--- src/rtl/bsl_pkg.sv ---
package bsl_pkg;

    // Built size of the store and width of a stored value
    localparam int CAPACITY_DEFAULT    = 16;
    localparam int VALUE_WIDTH_DEFAULT = 32;

    // Fixed field widths of the ports
    localparam int OP_W     = 3;
    localparam int POS_W    = 4;
    localparam int DATA_W   = 32;
    localparam int STATUS_W = 3;
    localparam int LEN_W    = 5;
    localparam int APB_AW   = 2;
    localparam int APB_DW   = 32;

    // Byte address of the entry limit register
    localparam logic [APB_AW-1:0] REG_LIST_LIMIT = APB_AW'(0);

    // Reset value of the entry limit register
    localparam logic [LEN_W-1:0] LIST_LIMIT_RESET = LEN_W'(16);

    typedef enum logic [OP_W-1:0] {
        OP_APPEND = 3'd0,
        OP_DELETE = 3'd1,
        OP_READ   = 3'd2,
        OP_WRITE  = 3'd3,
        OP_SEARCH = 3'd4,
        OP_CLEAR  = 3'd5
    } op_t;

    typedef enum logic [STATUS_W-1:0] {
        ST_OK        = 3'd0,
        ST_FULL      = 3'd1,
        ST_EMPTY     = 3'd2,
        ST_RANGE     = 3'd3,
        ST_NOT_FOUND = 3'd4
    } status_t;

    typedef enum logic [1:0] {
        S_IDLE,
        S_RUN,
        S_WRAP
    } state_t;

endpackage

--- src/rtl/bsl_cell.sv ---
module bsl_cell #(
    parameter int VALUE_WIDTH = bsl_pkg::VALUE_WIDTH_DEFAULT
) (
    input  logic                   clk,
    input  logic                   shift,
    input  logic                   replace,
    input  logic [VALUE_WIDTH-1:0] din,
    input  logic [VALUE_WIDTH-1:0] wdata,
    output logic [VALUE_WIDTH-1:0] q
);
    import bsl_pkg::*;

    logic [VALUE_WIDTH-1:0] value_reg;
    logic [VALUE_WIDTH-1:0] value_next;

    // Take the neighbor's entry, or the new value when this slot is rewritten
    always_comb
    begin
        value_next = replace ? wdata : din;
    end

    // Hold the entry unless the ring advances
    always_ff @(posedge clk)
    begin
        if (shift)
        begin
            value_reg <= value_next;
        end
    end

    assign q = value_reg;

endmodule

--- src/rtl/bounded_sequential_list_core.sv ---
// Bounded sequential list. The entries sit in a ring of CAPACITY cells;
// every operation (append, delete last, read, write, search, clear)
// rotates the ring once around, so entry k passes the head cell at
// step k of the pass, where it is compared, captured or replaced.
// An item is accepted while idle, then the ring rotates through all
// CAPACITY cells and the result is posted; no new transaction is taken
// until the pass is over and its result is in the output register.
// The result sits in an output register; a new item may be accepted while
// it waits, and a finished pass holds until that register is free.
// list_limit (APB offset 0, reset 16) caps the number of entries in use;
// lowering it below the current length keeps existing entries.
// Entries are not cleared at reset and need no clearing pass.
module bounded_sequential_list_core #(
    parameter int CAPACITY    = bsl_pkg::CAPACITY_DEFAULT,
    parameter int VALUE_WIDTH = bsl_pkg::VALUE_WIDTH_DEFAULT
) (
    input  logic                         clk,
    input  logic                         rst_n,
    // configuration port
    input  logic                         psel,
    input  logic                         penable,
    input  logic                         pwrite,
    input  logic [bsl_pkg::APB_AW-1:0]   paddr,
    input  logic [bsl_pkg::APB_DW-1:0]   pwdata,
    output logic [bsl_pkg::APB_DW-1:0]   prdata,
    output logic                         pready,
    // input channel
    input  logic                         in_valid,
    output logic                         in_ready,
    input  logic [bsl_pkg::OP_W-1:0]     operation,
    input  logic [bsl_pkg::POS_W-1:0]    position,
    input  logic [bsl_pkg::DATA_W-1:0]   item_value,
    // output channel
    output logic                         out_valid,
    input  logic                         out_ready,
    output logic [bsl_pkg::STATUS_W-1:0] status,
    output logic [bsl_pkg::DATA_W-1:0]   read_value,
    output logic [bsl_pkg::POS_W-1:0]    found_position,
    output logic [bsl_pkg::LEN_W-1:0]    current_length,
    output logic                         is_empty
);
    import bsl_pkg::*;

    localparam int CW  = $clog2(CAPACITY + 1);
    localparam int SW  = (CAPACITY > 1) ? $clog2(CAPACITY) : 1;
    localparam int WW0 = (CW > LEN_W) ? CW : LEN_W;
    localparam int WW  = (WW0 > POS_W) ? WW0 : POS_W;
    localparam logic [SW-1:0] LAST_STEP = SW'(CAPACITY - 1);

    state_t                 state_reg, state_next;
    logic [SW-1:0]          step_reg, step_next;
    op_t                    op_reg, op_next;
    logic [VALUE_WIDTH-1:0] key_reg, key_next;
    logic [SW-1:0]          target_reg, target_next;
    logic                   wr_ok_reg, wr_ok_next;
    logic                   rd_ok_reg, rd_ok_next;
    logic                   found_reg, found_next;
    logic [SW-1:0]          fpos_reg, fpos_next;
    logic [VALUE_WIDTH-1:0] hold_reg, hold_next;
    status_t                stat_reg, stat_next;
    logic [CW-1:0]          used_reg, used_next;
    logic [LEN_W-1:0]       limit_reg, limit_next;

    logic                   out_valid_reg, out_valid_next;
    logic [STATUS_W-1:0]    out_status_reg, out_status_next;
    logic [DATA_W-1:0]      out_value_reg, out_value_next;
    logic [POS_W-1:0]       out_fpos_reg, out_fpos_next;
    logic [LEN_W-1:0]       out_len_reg, out_len_next;
    logic                   out_empty_reg, out_empty_next;

    logic                   in_fire;
    logic                   out_free;
    logic                   shift;
    logic                   wr_hit;
    logic                   rd_hit;
    logic                   search_hit;
    logic [VALUE_WIDTH-1:0] in_ext;
    logic [DATA_W-1:0]      hold_ext;
    logic [VALUE_WIDTH-1:0] head;
    logic [WW-1:0]          used_w, pos_w, cap_w, lim_raw, lim_w, step_w, tgt_w, fpos_w;
    logic                   acc_ok;
    logic [CW-1:0]          used_done;
    status_t                stat_done;

    logic [VALUE_WIDTH-1:0] cell_q   [CAPACITY];
    logic [VALUE_WIDTH-1:0] cell_din [CAPACITY];

    // Ring of cells: each takes its upper neighbor, the top one takes the head
    for (genvar i = 0; i < CAPACITY; i++)
    begin : g_cell
        if (i == CAPACITY - 1)
        begin : g_top
            assign cell_din[i] = cell_q[0];
        end
        else
        begin : g_mid
            assign cell_din[i] = cell_q[i + 1];
        end

        bsl_cell #(
            .VALUE_WIDTH (VALUE_WIDTH)
        ) u_cell (
            .clk     (clk),
            .shift   (shift),
            .replace ((i == CAPACITY - 1) && wr_hit),
            .din     (cell_din[i]),
            .wdata   (key_reg),
            .q       (cell_q[i])
        );
    end

    assign head = cell_q[0];

    // Sign-extend the input value to the stored width
    always_comb
    begin
        for (int b = 0; b < VALUE_WIDTH; b++)
        begin
            in_ext[b] = (b < DATA_W) ? item_value[b] : item_value[DATA_W-1];
        end
    end

    // Sign-extend a stored value to the port width
    always_comb
    begin
        for (int b = 0; b < DATA_W; b++)
        begin
            hold_ext[b] = (b < VALUE_WIDTH) ? hold_reg[b] : hold_reg[VALUE_WIDTH-1];
        end
    end

    // Handshake and pass control
    assign in_fire  = in_valid && in_ready;
    assign out_free = !out_valid_reg || out_ready;
    assign shift    = (state_reg == S_RUN);
    assign step_w   = WW'(step_reg);
    assign used_w   = WW'(used_reg);
    assign wr_hit   = shift && wr_ok_reg && (step_reg == target_reg);
    assign rd_hit   = shift && rd_ok_reg && (step_reg == target_reg);
    assign search_hit = shift && (op_reg == OP_SEARCH) && !found_reg
                        && (step_w < used_w) && (head == key_reg);

    // Next state
    always_comb
    begin
        state_next = state_reg;
        unique case (state_reg)
            S_IDLE:
            begin
                if (in_valid)
                begin
                    state_next = S_RUN;
                end
            end
            S_RUN:
            begin
                if (step_reg == LAST_STEP)
                begin
                    state_next = S_WRAP;
                end
            end
            S_WRAP:
            begin
                if (out_free)
                begin
                    state_next = S_IDLE;
                end
            end
            default:
            begin
                state_next = S_IDLE;
            end
        endcase
    end

    // State outputs
    always_comb
    begin
        in_ready = 1'b0;
        unique case (state_reg)
            S_IDLE:  in_ready = 1'b1;
            S_RUN:   in_ready = 1'b0;
            S_WRAP:  in_ready = 1'b0;
            default: in_ready = 1'b0;
        endcase
    end

    // Decide bounds at accept
    always_comb
    begin
        pos_w   = WW'(position);
        cap_w   = WW'(CAPACITY);
        lim_raw = WW'(limit_reg);
        lim_w   = (lim_raw < cap_w) ? lim_raw : cap_w;
        acc_ok  = 1'b0;
        tgt_w   = '0;
        wr_ok_next = 1'b0;
        rd_ok_next = 1'b0;
        stat_next  = ST_OK;
        case (operation)
            OP_APPEND:
            begin
                acc_ok     = (used_w < lim_w) && (used_w < cap_w);
                tgt_w      = used_w;
                wr_ok_next = acc_ok;
                stat_next  = acc_ok ? ST_OK : ST_FULL;
            end
            OP_DELETE:
            begin
                acc_ok     = (used_w != '0);
                tgt_w      = used_w - WW'(1);
                rd_ok_next = acc_ok;
                stat_next  = acc_ok ? ST_OK : ST_EMPTY;
            end
            OP_READ:
            begin
                acc_ok     = (pos_w < used_w) && (pos_w < cap_w);
                tgt_w      = pos_w;
                rd_ok_next = acc_ok;
                stat_next  = acc_ok ? ST_OK : ST_RANGE;
            end
            OP_WRITE:
            begin
                acc_ok     = (pos_w < used_w) && (pos_w < cap_w);
                tgt_w      = pos_w;
                wr_ok_next = acc_ok;
                stat_next  = acc_ok ? ST_OK : ST_RANGE;
            end
            default:
            begin
                stat_next = ST_OK;
            end
        endcase
        target_next = tgt_w[SW-1:0];
        op_next     = op_t'(operation);
        key_next    = in_ext;
    end

    // Length and status once the pass is over
    always_comb
    begin
        used_done = used_reg;
        stat_done = stat_reg;
        case (op_reg)
            OP_APPEND:
            begin
                if (wr_ok_reg)
                begin
                    used_done = used_reg + CW'(1);
                end
            end
            OP_DELETE:
            begin
                if (rd_ok_reg)
                begin
                    used_done = used_reg - CW'(1);
                end
            end
            OP_SEARCH:
            begin
                stat_done = found_reg ? ST_OK : ST_NOT_FOUND;
            end
            OP_CLEAR:
            begin
                used_done = '0;
            end
            default:
            begin
                used_done = used_reg;
            end
        endcase
    end

    // Register updates for the pass and the output stage
    always_comb
    begin
        step_next  = step_reg;
        found_next = found_reg;
        fpos_next  = fpos_reg;
        hold_next  = hold_reg;
        used_next  = used_reg;
        fpos_w     = WW'(fpos_reg);

        out_valid_next  = out_valid_reg && !out_ready;
        out_status_next = out_status_reg;
        out_value_next  = out_value_reg;
        out_fpos_next   = out_fpos_reg;
        out_len_next    = out_len_reg;
        out_empty_next  = out_empty_reg;

        if (in_fire)
        begin
            step_next  = '0;
            found_next = 1'b0;
            fpos_next  = '0;
            hold_next  = '0;
        end

        // Advance the ring and watch the head
        if (shift)
        begin
            step_next = step_reg + SW'(1);
            if (rd_hit)
            begin
                hold_next = head;
            end
            if (search_hit)
            begin
                found_next = 1'b1;
                fpos_next  = step_reg;
            end
        end

        // Post the result and commit the new length
        if (state_reg == S_WRAP && out_free)
        begin
            used_next       = used_done;
            out_valid_next  = 1'b1;
            out_status_next = stat_done;
            out_value_next  = hold_ext;
            out_fpos_next   = fpos_w[POS_W-1:0];
            out_len_next    = LEN_W'(used_done);
            out_empty_next  = (used_done == '0);
        end
    end

    // Configuration write
    always_comb
    begin
        limit_next = limit_reg;
        if (psel && penable && pwrite && pready)
        begin
            limit_next = pwdata[LEN_W-1:0];
        end
    end

    assign pready = 1'b1;
    assign prdata = (paddr == REG_LIST_LIMIT) ? APB_DW'(limit_reg) : '0;

    // Control registers
    always_ff @(posedge clk or negedge rst_n)
    begin
        if (!rst_n)
        begin
            state_reg     <= S_IDLE;
            step_reg      <= '0;
            used_reg      <= '0;
            limit_reg     <= LIST_LIMIT_RESET;
            out_valid_reg <= 1'b0;
            found_reg     <= 1'b0;
        end
        else
        begin
            state_reg     <= state_next;
            step_reg      <= step_next;
            used_reg      <= used_next;
            limit_reg     <= limit_next;
            out_valid_reg <= out_valid_next;
            found_reg     <= found_next;
        end
    end

    // Payload registers
    always_ff @(posedge clk)
    begin
        fpos_reg <= fpos_next;
        hold_reg <= hold_next;
        if (in_fire)
        begin
            op_reg     <= op_next;
            key_reg    <= key_next;
            target_reg <= target_next;
            wr_ok_reg  <= wr_ok_next;
            rd_ok_reg  <= rd_ok_next;
            stat_reg   <= stat_next;
        end
        out_status_reg <= out_status_next;
        out_value_reg  <= out_value_next;
        out_fpos_reg   <= out_fpos_next;
        out_len_reg    <= out_len_next;
        out_empty_reg  <= out_empty_next;
    end

    assign out_valid      = out_valid_reg;
    assign status         = out_status_reg;
    assign read_value     = out_value_reg;
    assign found_position = out_fpos_reg;
    assign current_length = out_len_reg;
    assign is_empty       = out_empty_reg;

endmodule

--- config.mk ---
export PLATFORM = sky130hd
export DESIGN_NAME = bounded_sequential_list_core
export DESIGN_NICKNAME = d
export VERILOG_FILES = /design/src/rtl/bsl_pkg.sv /design/src/rtl/bsl_cell.sv /design/src/rtl/bounded_sequential_list_core.sv
export SDC_FILE = /design/constraint.sdc
export NUM_CORES = 1
export LEC_CHECK = 0
export ABC_CLOCK_PERIOD_IN_PS = 10600
export CAP_MARGIN = 15
export CORE_AREA = 3 3 243 174
export DETAILED_ROUTE_END_ITERATION = 10
export DIE_AREA = 0 0 246 177
export DONT_BUFFER_PORTS = 1
export GPL_TIMING_DRIVEN = 1
export PLACE_DENSITY = 0.7
export SLEW_MARGIN = 20
export SYNTH_ARGS = -nofsm -noshare
export SYNTH_HDL_FRONTEND = slang
export SYNTH_SLANG_ARGS = --single-unit
--- constraint.sdc ---
create_clock -name clk -period 10.6 [get_ports clk]
set_input_delay 3.18 -clock clk [delete_from_list [all_inputs] [get_ports clk]]
set_output_delay 3.18 -clock clk [all_outputs]
set_load 0.01 [all_outputs]
==> run_results.csv, run 1 <==
group,metric,value,unit
clocking,cts_resized,0,
yosys,mappedNetlistArea,0.0220,mm²
sta,final_min_period_over_clock_period,0.635,
worst_setup_path,crit_fanout,4,
clocking,ctsRootBufferMaster,"sky130_fd_sc_hd__clkbuf_16",
drt,first_iter_violations,952,
run_status,status,"finished clean",
worst_setup_path,crit_required,7.42,ns
final_layout,layout_stage_area_growth_over_the_synthesis_result,10.5,%
power_and_ir_drop,power_leakage,0.00864,µW
sta,clock.fmax,149,MHz
yosys,largest_family_of_logic_cells_by_synthesized_area,"simple AND/OR/NAND/NOR gates",
floorplanning,dieHeight,177,µm
yosys,netlist-cell-type-count,50,
sta,finalClockSkew,0.0191,ns
drt,routed_via_density,5.31,
yosys,synth_area_per_cell,20.6,µm²
clocking,cts_max_path_buffers,3,
drt,wl,34600,µm
sta,period_needed,6.73,ns
worst_setup_path,cell_chain_critical_path,"nor2_1 > and2_1",
clocking,tritoncts,"built",
power_and_ir_drop,power_density_of_the_placed_cells,306,mW/mm²
yosys,async_flop_share,0.0275,
place,place_inst,1580,
yosys,yosysSeqAreaShare,0.873,
clocking,cts_inserted_buffers,57,
clocking,post_cts_buffers,0,
global_route,global_route.usage.total,0.162,
drt,drt-wirelength-per-cell,20.5,µm
global_route,grt_first_pass_wirelength,52900,µm
run,number_of_maximum_capacitance_violations,0,
worst_setup_path,cp-start-kind,"primary input",
global_route,grt.overflow.total,0,
sta,unrepaired_setup_endpoints_after_global_routing,"no",
drt,drt_first_pass_iters,7,
yosys,compound_cell_area_share_of_the_yosys_netlist,0.0137,
drt,drcViolationCount,0,
clocking,worst_setup_hold_path_clk_slew,0.07,ns
sta,timing_hold_violations_final,0,
sta,worst_slew_pin_slew,0.944,ns
yosys,post_synthesis_cells,1066,
final_layout,final_area,0.0243,mm²
worst_setup_path,cp_slowest_stage_delay,0.21,ns
yosys,post_synth_xor_area_fraction,0.0155,
final_layout,num-nets-final,1201,
sta,maxSlewViolCount,0,
clocking,cts.sinks,654,
floorplanning,die_width,246,µm
final_layout,final_layout_size_suffix_gt1_frac,0.122,
worst_setup_path,worst_setup_path_end_kind,"output pin",
yosys,synth_seq_cells,654,
worst_setup_path,setup.worst_path.class,"in -> out",
worst_setup_path,crit_slowest_cell,"sky130_fd_sc_hd__and2_1",
floorplanning,dieArea,0.0435,mm²
global_route,antenna_found_initial,5,
clocking,htreeDepth,2,
clocking,insertion_delay,0.58,ns
final_layout,stdcell_count,1688,
place,hpwl,20600,µm
worst_setup_path,critical_path_arrival,3.55,ns
worst_setup_path,critical_path.n_buffers_inverters,0,
yosys,synth-simple-area-share,0.0426,
yosys,post_synth_mux_area_share,0.0289,
floorplanning,core_ar,0.0398,mm²
global_route,grt_max_degree,221,
place,port_buffers,0,
floorplanning,initial_utilization,0.553,
drt,final_antenna_net_count,0,
min_path,holdCritPathClass,"reg -> reg",
floorplanning,top_level_ports,160,
yosys,synth-warning-count,0,
sta,setup_tns,0,ns
power_and_ir_drop,max-vdd-ir-drop,0.000169,V
yosys,synth-edff-count,600,
global_route,first_global_vias,8926,
yosys,synthAdderAreaFrac,0.00797,
place,place_congestion,0.844,
final_layout,largest_register_ffs,512,
yosys,ys_dominant_reg_cell,"sky130_fd_sc_hd__edfxtp_1",
place,detailed_place.area,0.0225,mm²
drt,num_vias,8967,
floorplanning,rows,61,
worst_setup_path,critical_path.top_delay_family,"simple AND/OR/NAND/NOR gates",
sta,worst_hold_slack,0.400,ns
sta,slew_headroom,0.371,
clocking,cts_hold_buffers,0,
sta,setup-violations-final,0,
-- cells in the mapped netlist, types with 2 or more instances --
| library cell | n | area share |
|---|---|---|
| sky130_fd_sc_hd__edfxtp_1 | 600 | 0.82 |
| sky130_fd_sc_hd__nand2_1 | 87 | 0.015 |
| sky130_fd_sc_hd__nand3_1 | 38 | 0.0086 |
| sky130_fd_sc_hd__dfxtp_1 | 36 | 0.033 |
| sky130_fd_sc_hd__xor2_1 | 35 | 0.014 |
| sky130_fd_sc_hd__mux2_4 | 30 | 0.020 |
| sky130_fd_sc_hd__buf_4 | 29 | 0.0099 |
| sky130_fd_sc_hd__nor2_1 | 25 | 0.0043 |
| sky130_fd_sc_hd__dfrtp_1 | 17 | 0.019 |
| sky130_fd_sc_hd__clkbuf_1 | 14 | 0.0024 |
| sky130_fd_sc_hd__ha_1 | 14 | 0.0080 |
| sky130_fd_sc_hd__inv_1 | 14 | 0.0024 |
| sky130_fd_sc_hd__mux2_2 | 12 | 0.0061 |
| sky130_fd_sc_hd__nor4_1 | 10 | 0.0028 |
| sky130_fd_sc_hd__a21oi_1 | 9 | 0.0020 |
| sky130_fd_sc_hd__o21ai_0 | 9 | 0.0020 |
| sky130_fd_sc_hd__and2_1 | 8 | 0.0023 |
| sky130_fd_sc_hd__buf_2 | 7 | 0.0016 |
| sky130_fd_sc_hd__nand2b_1 | 6 | 0.0017 |
| sky130_fd_sc_hd__nand4_1 | 6 | 0.0017 |
| sky130_fd_sc_hd__a21o_1 | 5 | 0.0017 |
| sky130_fd_sc_hd__mux2i_1 | 5 | 0.0023 |
| sky130_fd_sc_hd__a211oi_1 | 4 | 0.0014 |
| sky130_fd_sc_hd__nor3_1 | 4 | 0.00091 |
| sky130_fd_sc_hd__o31ai_1 | 4 | 0.0014 |
| sky130_fd_sc_hd__xnor2_1 | 4 | 0.0016 |
| sky130_fd_sc_hd__buf_6 | 3 | 0.0015 |
| sky130_fd_sc_hd__nor2b_1 | 3 | 0.00085 |
| sky130_fd_sc_hd__a32oi_1 | 2 | 0.00080 |
| sky130_fd_sc_hd__buf_1 | 2 | 0.00034 |
| sky130_fd_sc_hd__conb_1 | 2 | 0.00034 |
| sky130_fd_sc_hd__nand2_2 | 2 | 0.00057 |
| sky130_fd_sc_hd__nor4_4 | 2 | 0.0019 |
| sky130_fd_sc_hd__o21ai_1 | 2 | 0.00046 |
-- cells in the final DEF, fill, tap and decap left out, drive strengths merged, types with 17 or more instances in the layout --
cell and n:
edfxtp 600, nand2 89, clkbuf 74, mux2 42, nand3 38, dfxtp 36, xor2 35, conb 28
clkinv 26, nor2 25, dfrtp 17
-- where the power goes --
part / switching, µW / total, µW / internal [µW] / leakage, µW
clock network: 864 / 1910 / 1050 / 0.000841
logic: 478 / 721 / 243 / 0.00140
registers: 419 / 4790 / 4370 / 0.00640
total: 1760 / 7430 / 5670 / 0.00864
-- logic make-up (layout without fill, tap and decap cells) --
| kind of cell | after synthesis | count (layout) |
|---|---|---|
| adders and majority gates | 14 | 14 |
| other | 2 | 29 |
| muxes | 47 | 47 |
| and+or+nand+nor | 196 | 196 |
| DFF | 654 | 654 |
| buffers and inverters | 69 | 129 |
| xor gates and xnor gates | 39 | 39 |
| AOI/OAI and AO/OA | 45 | 45 |
-- path summary, 6_finish.rpt --
path | from | endpoint | slack [ns] | cells past startpoint
setup reg to reg | state_reg[0] | g_cell[15].u_cell.q[25] | 8.13 | 6
hold / removal | g_cell[5].u_cell.q[0] | g_cell[4].u_cell.q[0] | 0.40 | 0
min in group asynchronous | rst_n | used_reg[1] | 2.29 | 0
setup / recovery | paddr[1] | prdata[1] | 3.87 | 2
hold reg to reg | g_cell[5].u_cell.q[0] | g_cell[4].u_cell.q[0] | 0.40 | 0
max in group asynchronous | rst_n | lim_raw[4] | 8.13 | 0
-- final cells by class --
type	instances	area, µm²
Clock inverter	30	218
Antenna cell	1	2.50
Clock buffer	74	1500
Inverter	14	52.6
Sequential cell	654	19200
Timing Repair Buffer	11	160
Multi-Input combinational cell	369	2510
Tap cell	535	669
Fill cell	2801	15500
-- stage by stage --
stage | setup slack, ns | power (µW) | utilization
final | 3.87 | 7430 | 0.611
after global routing | 3.78 | 7800 | 0.611
after CTS | 3.87 | 7520 | 0.609
after detailed placement | 3.87 | 5570 | 0.566
after global placement | 3.89 | 5460 | 0.566
after floorplan | 3.93 | 5240 | -
-- layer usage --
layer / share of wire / global-route usage / wire length [µm] / vias to the layer above
li1: - / - / - / 4076
met1: 0.45 / 0.239 / 15500 / 4540
met2: 0.47 / 0.244 / 16100 / 279
met3: 0.062 / 0.0401 / 2150 / 70
met4: 0.023 / 0.0447 / 811 / 2
met5: 0.00038 / 0 / 13 / -
No activity file was read; power rests on OpenSTA's default activity.
==> run 2: changes to the inputs <==
ABC_AREA = 1   (was unset)
ABC_CLOCK_PERIOD_IN_PS = 5500   (was 10600)
CORE_AREA = 3 3 245 175   (was 3 3 243 174)
DIE_AREA = 0 0 248 178   (was 0 0 246 177)
PLACE_DENSITY = 0.73   (was 0.7)
clock period = 5.5 ns   (was 10.6 ns; I/O delays follow)
==> run_results.csv, run 2 <==
group,metric,value,unit
run_status,status,"finished clean",
place,port_buffers,0,
final_layout,layout_stage_area_growth_over_the_synthesis_result,11.3,%
final_layout,num-nets-final,1440,
sta,setup_tns,0,ns
worst_setup_path,cp_slowest_stage_delay,0.33,ns
global_route,antenna_found_initial,5,
sta,finalClockSkew,0.0152,ns
drt,first_iter_violations,1093,
final_layout,largest_register_ffs,512,
worst_setup_path,cp-start-kind,"primary input",
yosys,synth_area_per_cell,17.1,µm²
global_route,global_route.usage.total,0.157,
floorplanning,dieHeight,178,µm
place,place_inst,1831,
sta,worst_slew_pin_slew,1.06,ns
global_route,grtUsageMet1,0.244,
worst_setup_path,cell_chain_critical_path,"or2_2 > nor2_1",
min_path,holdCritPathClass,"reg -> reg",
yosys,yosysSeqAreaShare,0.861,
floorplanning,top_level_ports,160,
worst_setup_path,worst_setup_path_end_kind,"output pin",
global_route,grt_use_met2,0.230,
floorplanning,core_ar,0.0407,mm²
yosys,netlist-cell-type-count,42,
worst_setup_path,critical_path.top_delay_family,"simple AND/OR/NAND/NOR gates",
yosys,synth_seq_cells,654,
drt,final_antenna_net_count,0,
sta,timing_hold_violations_final,0,
final_layout,stdcell_count,1941,
drt,num_vias,9984,
final_layout,final_layout_size_suffix_gt1_frac,0.0868,
clocking,tritoncts,"built",
global_route,global_route.usage.met3,0.0337,
worst_setup_path,critical_path_arrival,2.18,ns
floorplanning,dieArea,0.0441,mm²
yosys,yosys-top-cells-count,"sky130_fd_sc_hd__edfxtp_1, sky130_fd_sc_hd__nand2_1, sky130_fd_sc_hd__inv_1, sky130_fd_sc_hd__o21ai_1, sky130_fd_sc_hd__nor2_1",
yosys,synth-edff-count,600,
clocking,cts.sinks,654,
sta,slew_headroom,0.296,
sta,unrepaired_setup_endpoints_after_global_routing,"no",
yosys,async_flop_share,0.0275,
final_layout,most_frequent_cells_in_the_layout,"sky130_fd_sc_hd__edfxtp_1, sky130_fd_sc_hd__nand2_1, sky130_fd_sc_hd__inv_1, sky130_fd_sc_hd__o21ai_1, sky130_fd_sc_hd__nor2_1",
yosys,mappedNetlistArea,0.0223,mm²
sta,setup-violations-final,0,
floorplanning,rows,62,
drt,drt_first_pass_iters,5,
run,number_of_maximum_capacitance_violations,0,
floorplanning,initial_utilization,0.547,
worst_setup_path,crit_fanout,5,
drt,drt-wirelength-per-cell,17.8,µm
yosys,ys_dominant_reg_cell,"sky130_fd_sc_hd__edfxtp_1",
clocking,worst_setup_hold_path_clk_slew,0.06,ns
sta,period_needed,3.83,ns
place,place_congestion,0.823,
clocking,ctsRootBufferMaster,"sky130_fd_sc_hd__clkbuf_16",
clocking,cts_max_path_buffers,3,
clocking,insertion_delay,0.58,ns
sta,maxSlewViolCount,0,
power_and_ir_drop,overall_power,16000,µW
sta,final_min_period_over_clock_period,0.697,
global_route,first_global_vias,9479,
global_route,grt_max_degree,205,
worst_setup_path,crit_required,3.85,ns
worst_setup_path,crit_slowest_cell,"sky130_fd_sc_hd__or2_2",
global_route,busiest_layer,"met1",
clocking,cts_inserted_buffers,57,
sta,clock.fmax,261,MHz
power_and_ir_drop,power_density_of_the_placed_cells,644,mW/mm²
drt,drcViolationCount,0,
clocking,cts_hold_buffers,0,
drt,routed_via_density,5.14,
clocking,htreeDepth,2,
drt,wl,34600,µm
yosys,synth_top_area_frac,0.809,
floorplanning,die_width,248,µm
yosys,synth-warning-count,0,
clocking,cts_resized,0,
power_and_ir_drop,max-vdd-ir-drop,0.000467,V
yosys,post_synthesis_cells,1300,
place,hpwl,20000,µm
global_route,grt.overflow.total,0,
worst_setup_path,critical_path.n_buffers_inverters,0,
yosys,leading_cell_types_by_total_area_after_synthesis,"sky130_fd_sc_hd__edfxtp_1, sky130_fd_sc_hd__nand2_1, sky130_fd_sc_hd__dfxtp_1",
final_layout,mostFrequentLayoutCell,"sky130_fd_sc_hd__edfxtp_1",
yosys,yosys.cell_count.top_type,"sky130_fd_sc_hd__edfxtp_1",
clocking,post_cts_buffers,0,
power_and_ir_drop,power_leakage,0.00912,µW
global_route,grt_first_pass_wirelength,53000,µm
yosys,post-synth-top-area-cell,"sky130_fd_sc_hd__edfxtp_1",
worst_setup_path,setup.worst_path.class,"in -> out",
-- run 2: per-layer routing --
metal | part of all wire | wire length [µm]
met4 | 0.020 | 685
met5 | 0.00026 | 9
met2 | 0.45 | 15700
met1 | 0.47 | 16300
met3 | 0.055 | 1890
-- run 2: final timing paths --
kind / startpoint / end / slack [ns] / depth (start not counted)
setup / recovery: paddr[1] / prdata[1] / 1.67 / 2
min in group asynchronous: rst_n / lim_raw[2] / 0.77 / 0
max in group asynchronous: rst_n / lim_raw[4] / 4.56 / 0
setup reg to reg: state_reg[1] / g_cell[15].u_cell.q[25] / 2.29 / 5
hold / removal: g_cell[12].u_cell.q[19] / g_cell[11].u_cell.q[19] / 0.41 / 0
hold reg to reg: g_cell[12].u_cell.q[19] / g_cell[11].u_cell.q[19] / 0.41 / 0
-- run 2: final cells by class --
cell class	instances	area, µm²
Clock inverter	41	504
Multi-Input combinational cell	505	2420
Fill cell	2814	15900
Antenna cell	3	7.51
Sequential cell	654	19200
Inverter	122	475
Tap cell	544	681
Clock buffer	66	1460
Timing Repair Buffer	6	57.6
-- run 2: logic make-up after synthesis --
logic type               share of synthesized area
adder cells (fa/ha/maj)                    0.00786
multiplexers                              0.000449
buffers and inverters                       0.0344
XOR/XNOR                                   0.00472
AND/OR/NAND/NOR                             0.0650
flip-flops                                   0.861
AO/OA/AOI/OAI                               0.0257
other                                     0.000337
-- run 2: report_power, final --
part           internal (µW)  leakage [µW]  total [µW]  switching (µW)
logic                    432       0.00185        2080            1650
clock network           2430      0.000964        4130            1700
registers               8900       0.00630        9760             862
total                  11800       0.00912       16000            4200
-- run 2: metrics by stage --
step | util | hold WS [ns] | cell area (µm²) | setup WS (ns)
after floorplan | - | 0.400 | 22400 | 0.727
after detailed placement | 0.560 | 0.405 | 22800 | 1.67
final | 0.609 | 0.413 | 24800 | 1.67
after global routing | 0.609 | 0.412 | 24800 | 1.64
after global placement | 0.560 | 0.400 | 22800 | 1.67
after CTS | 0.609 | 0.411 | 24800 | 1.67
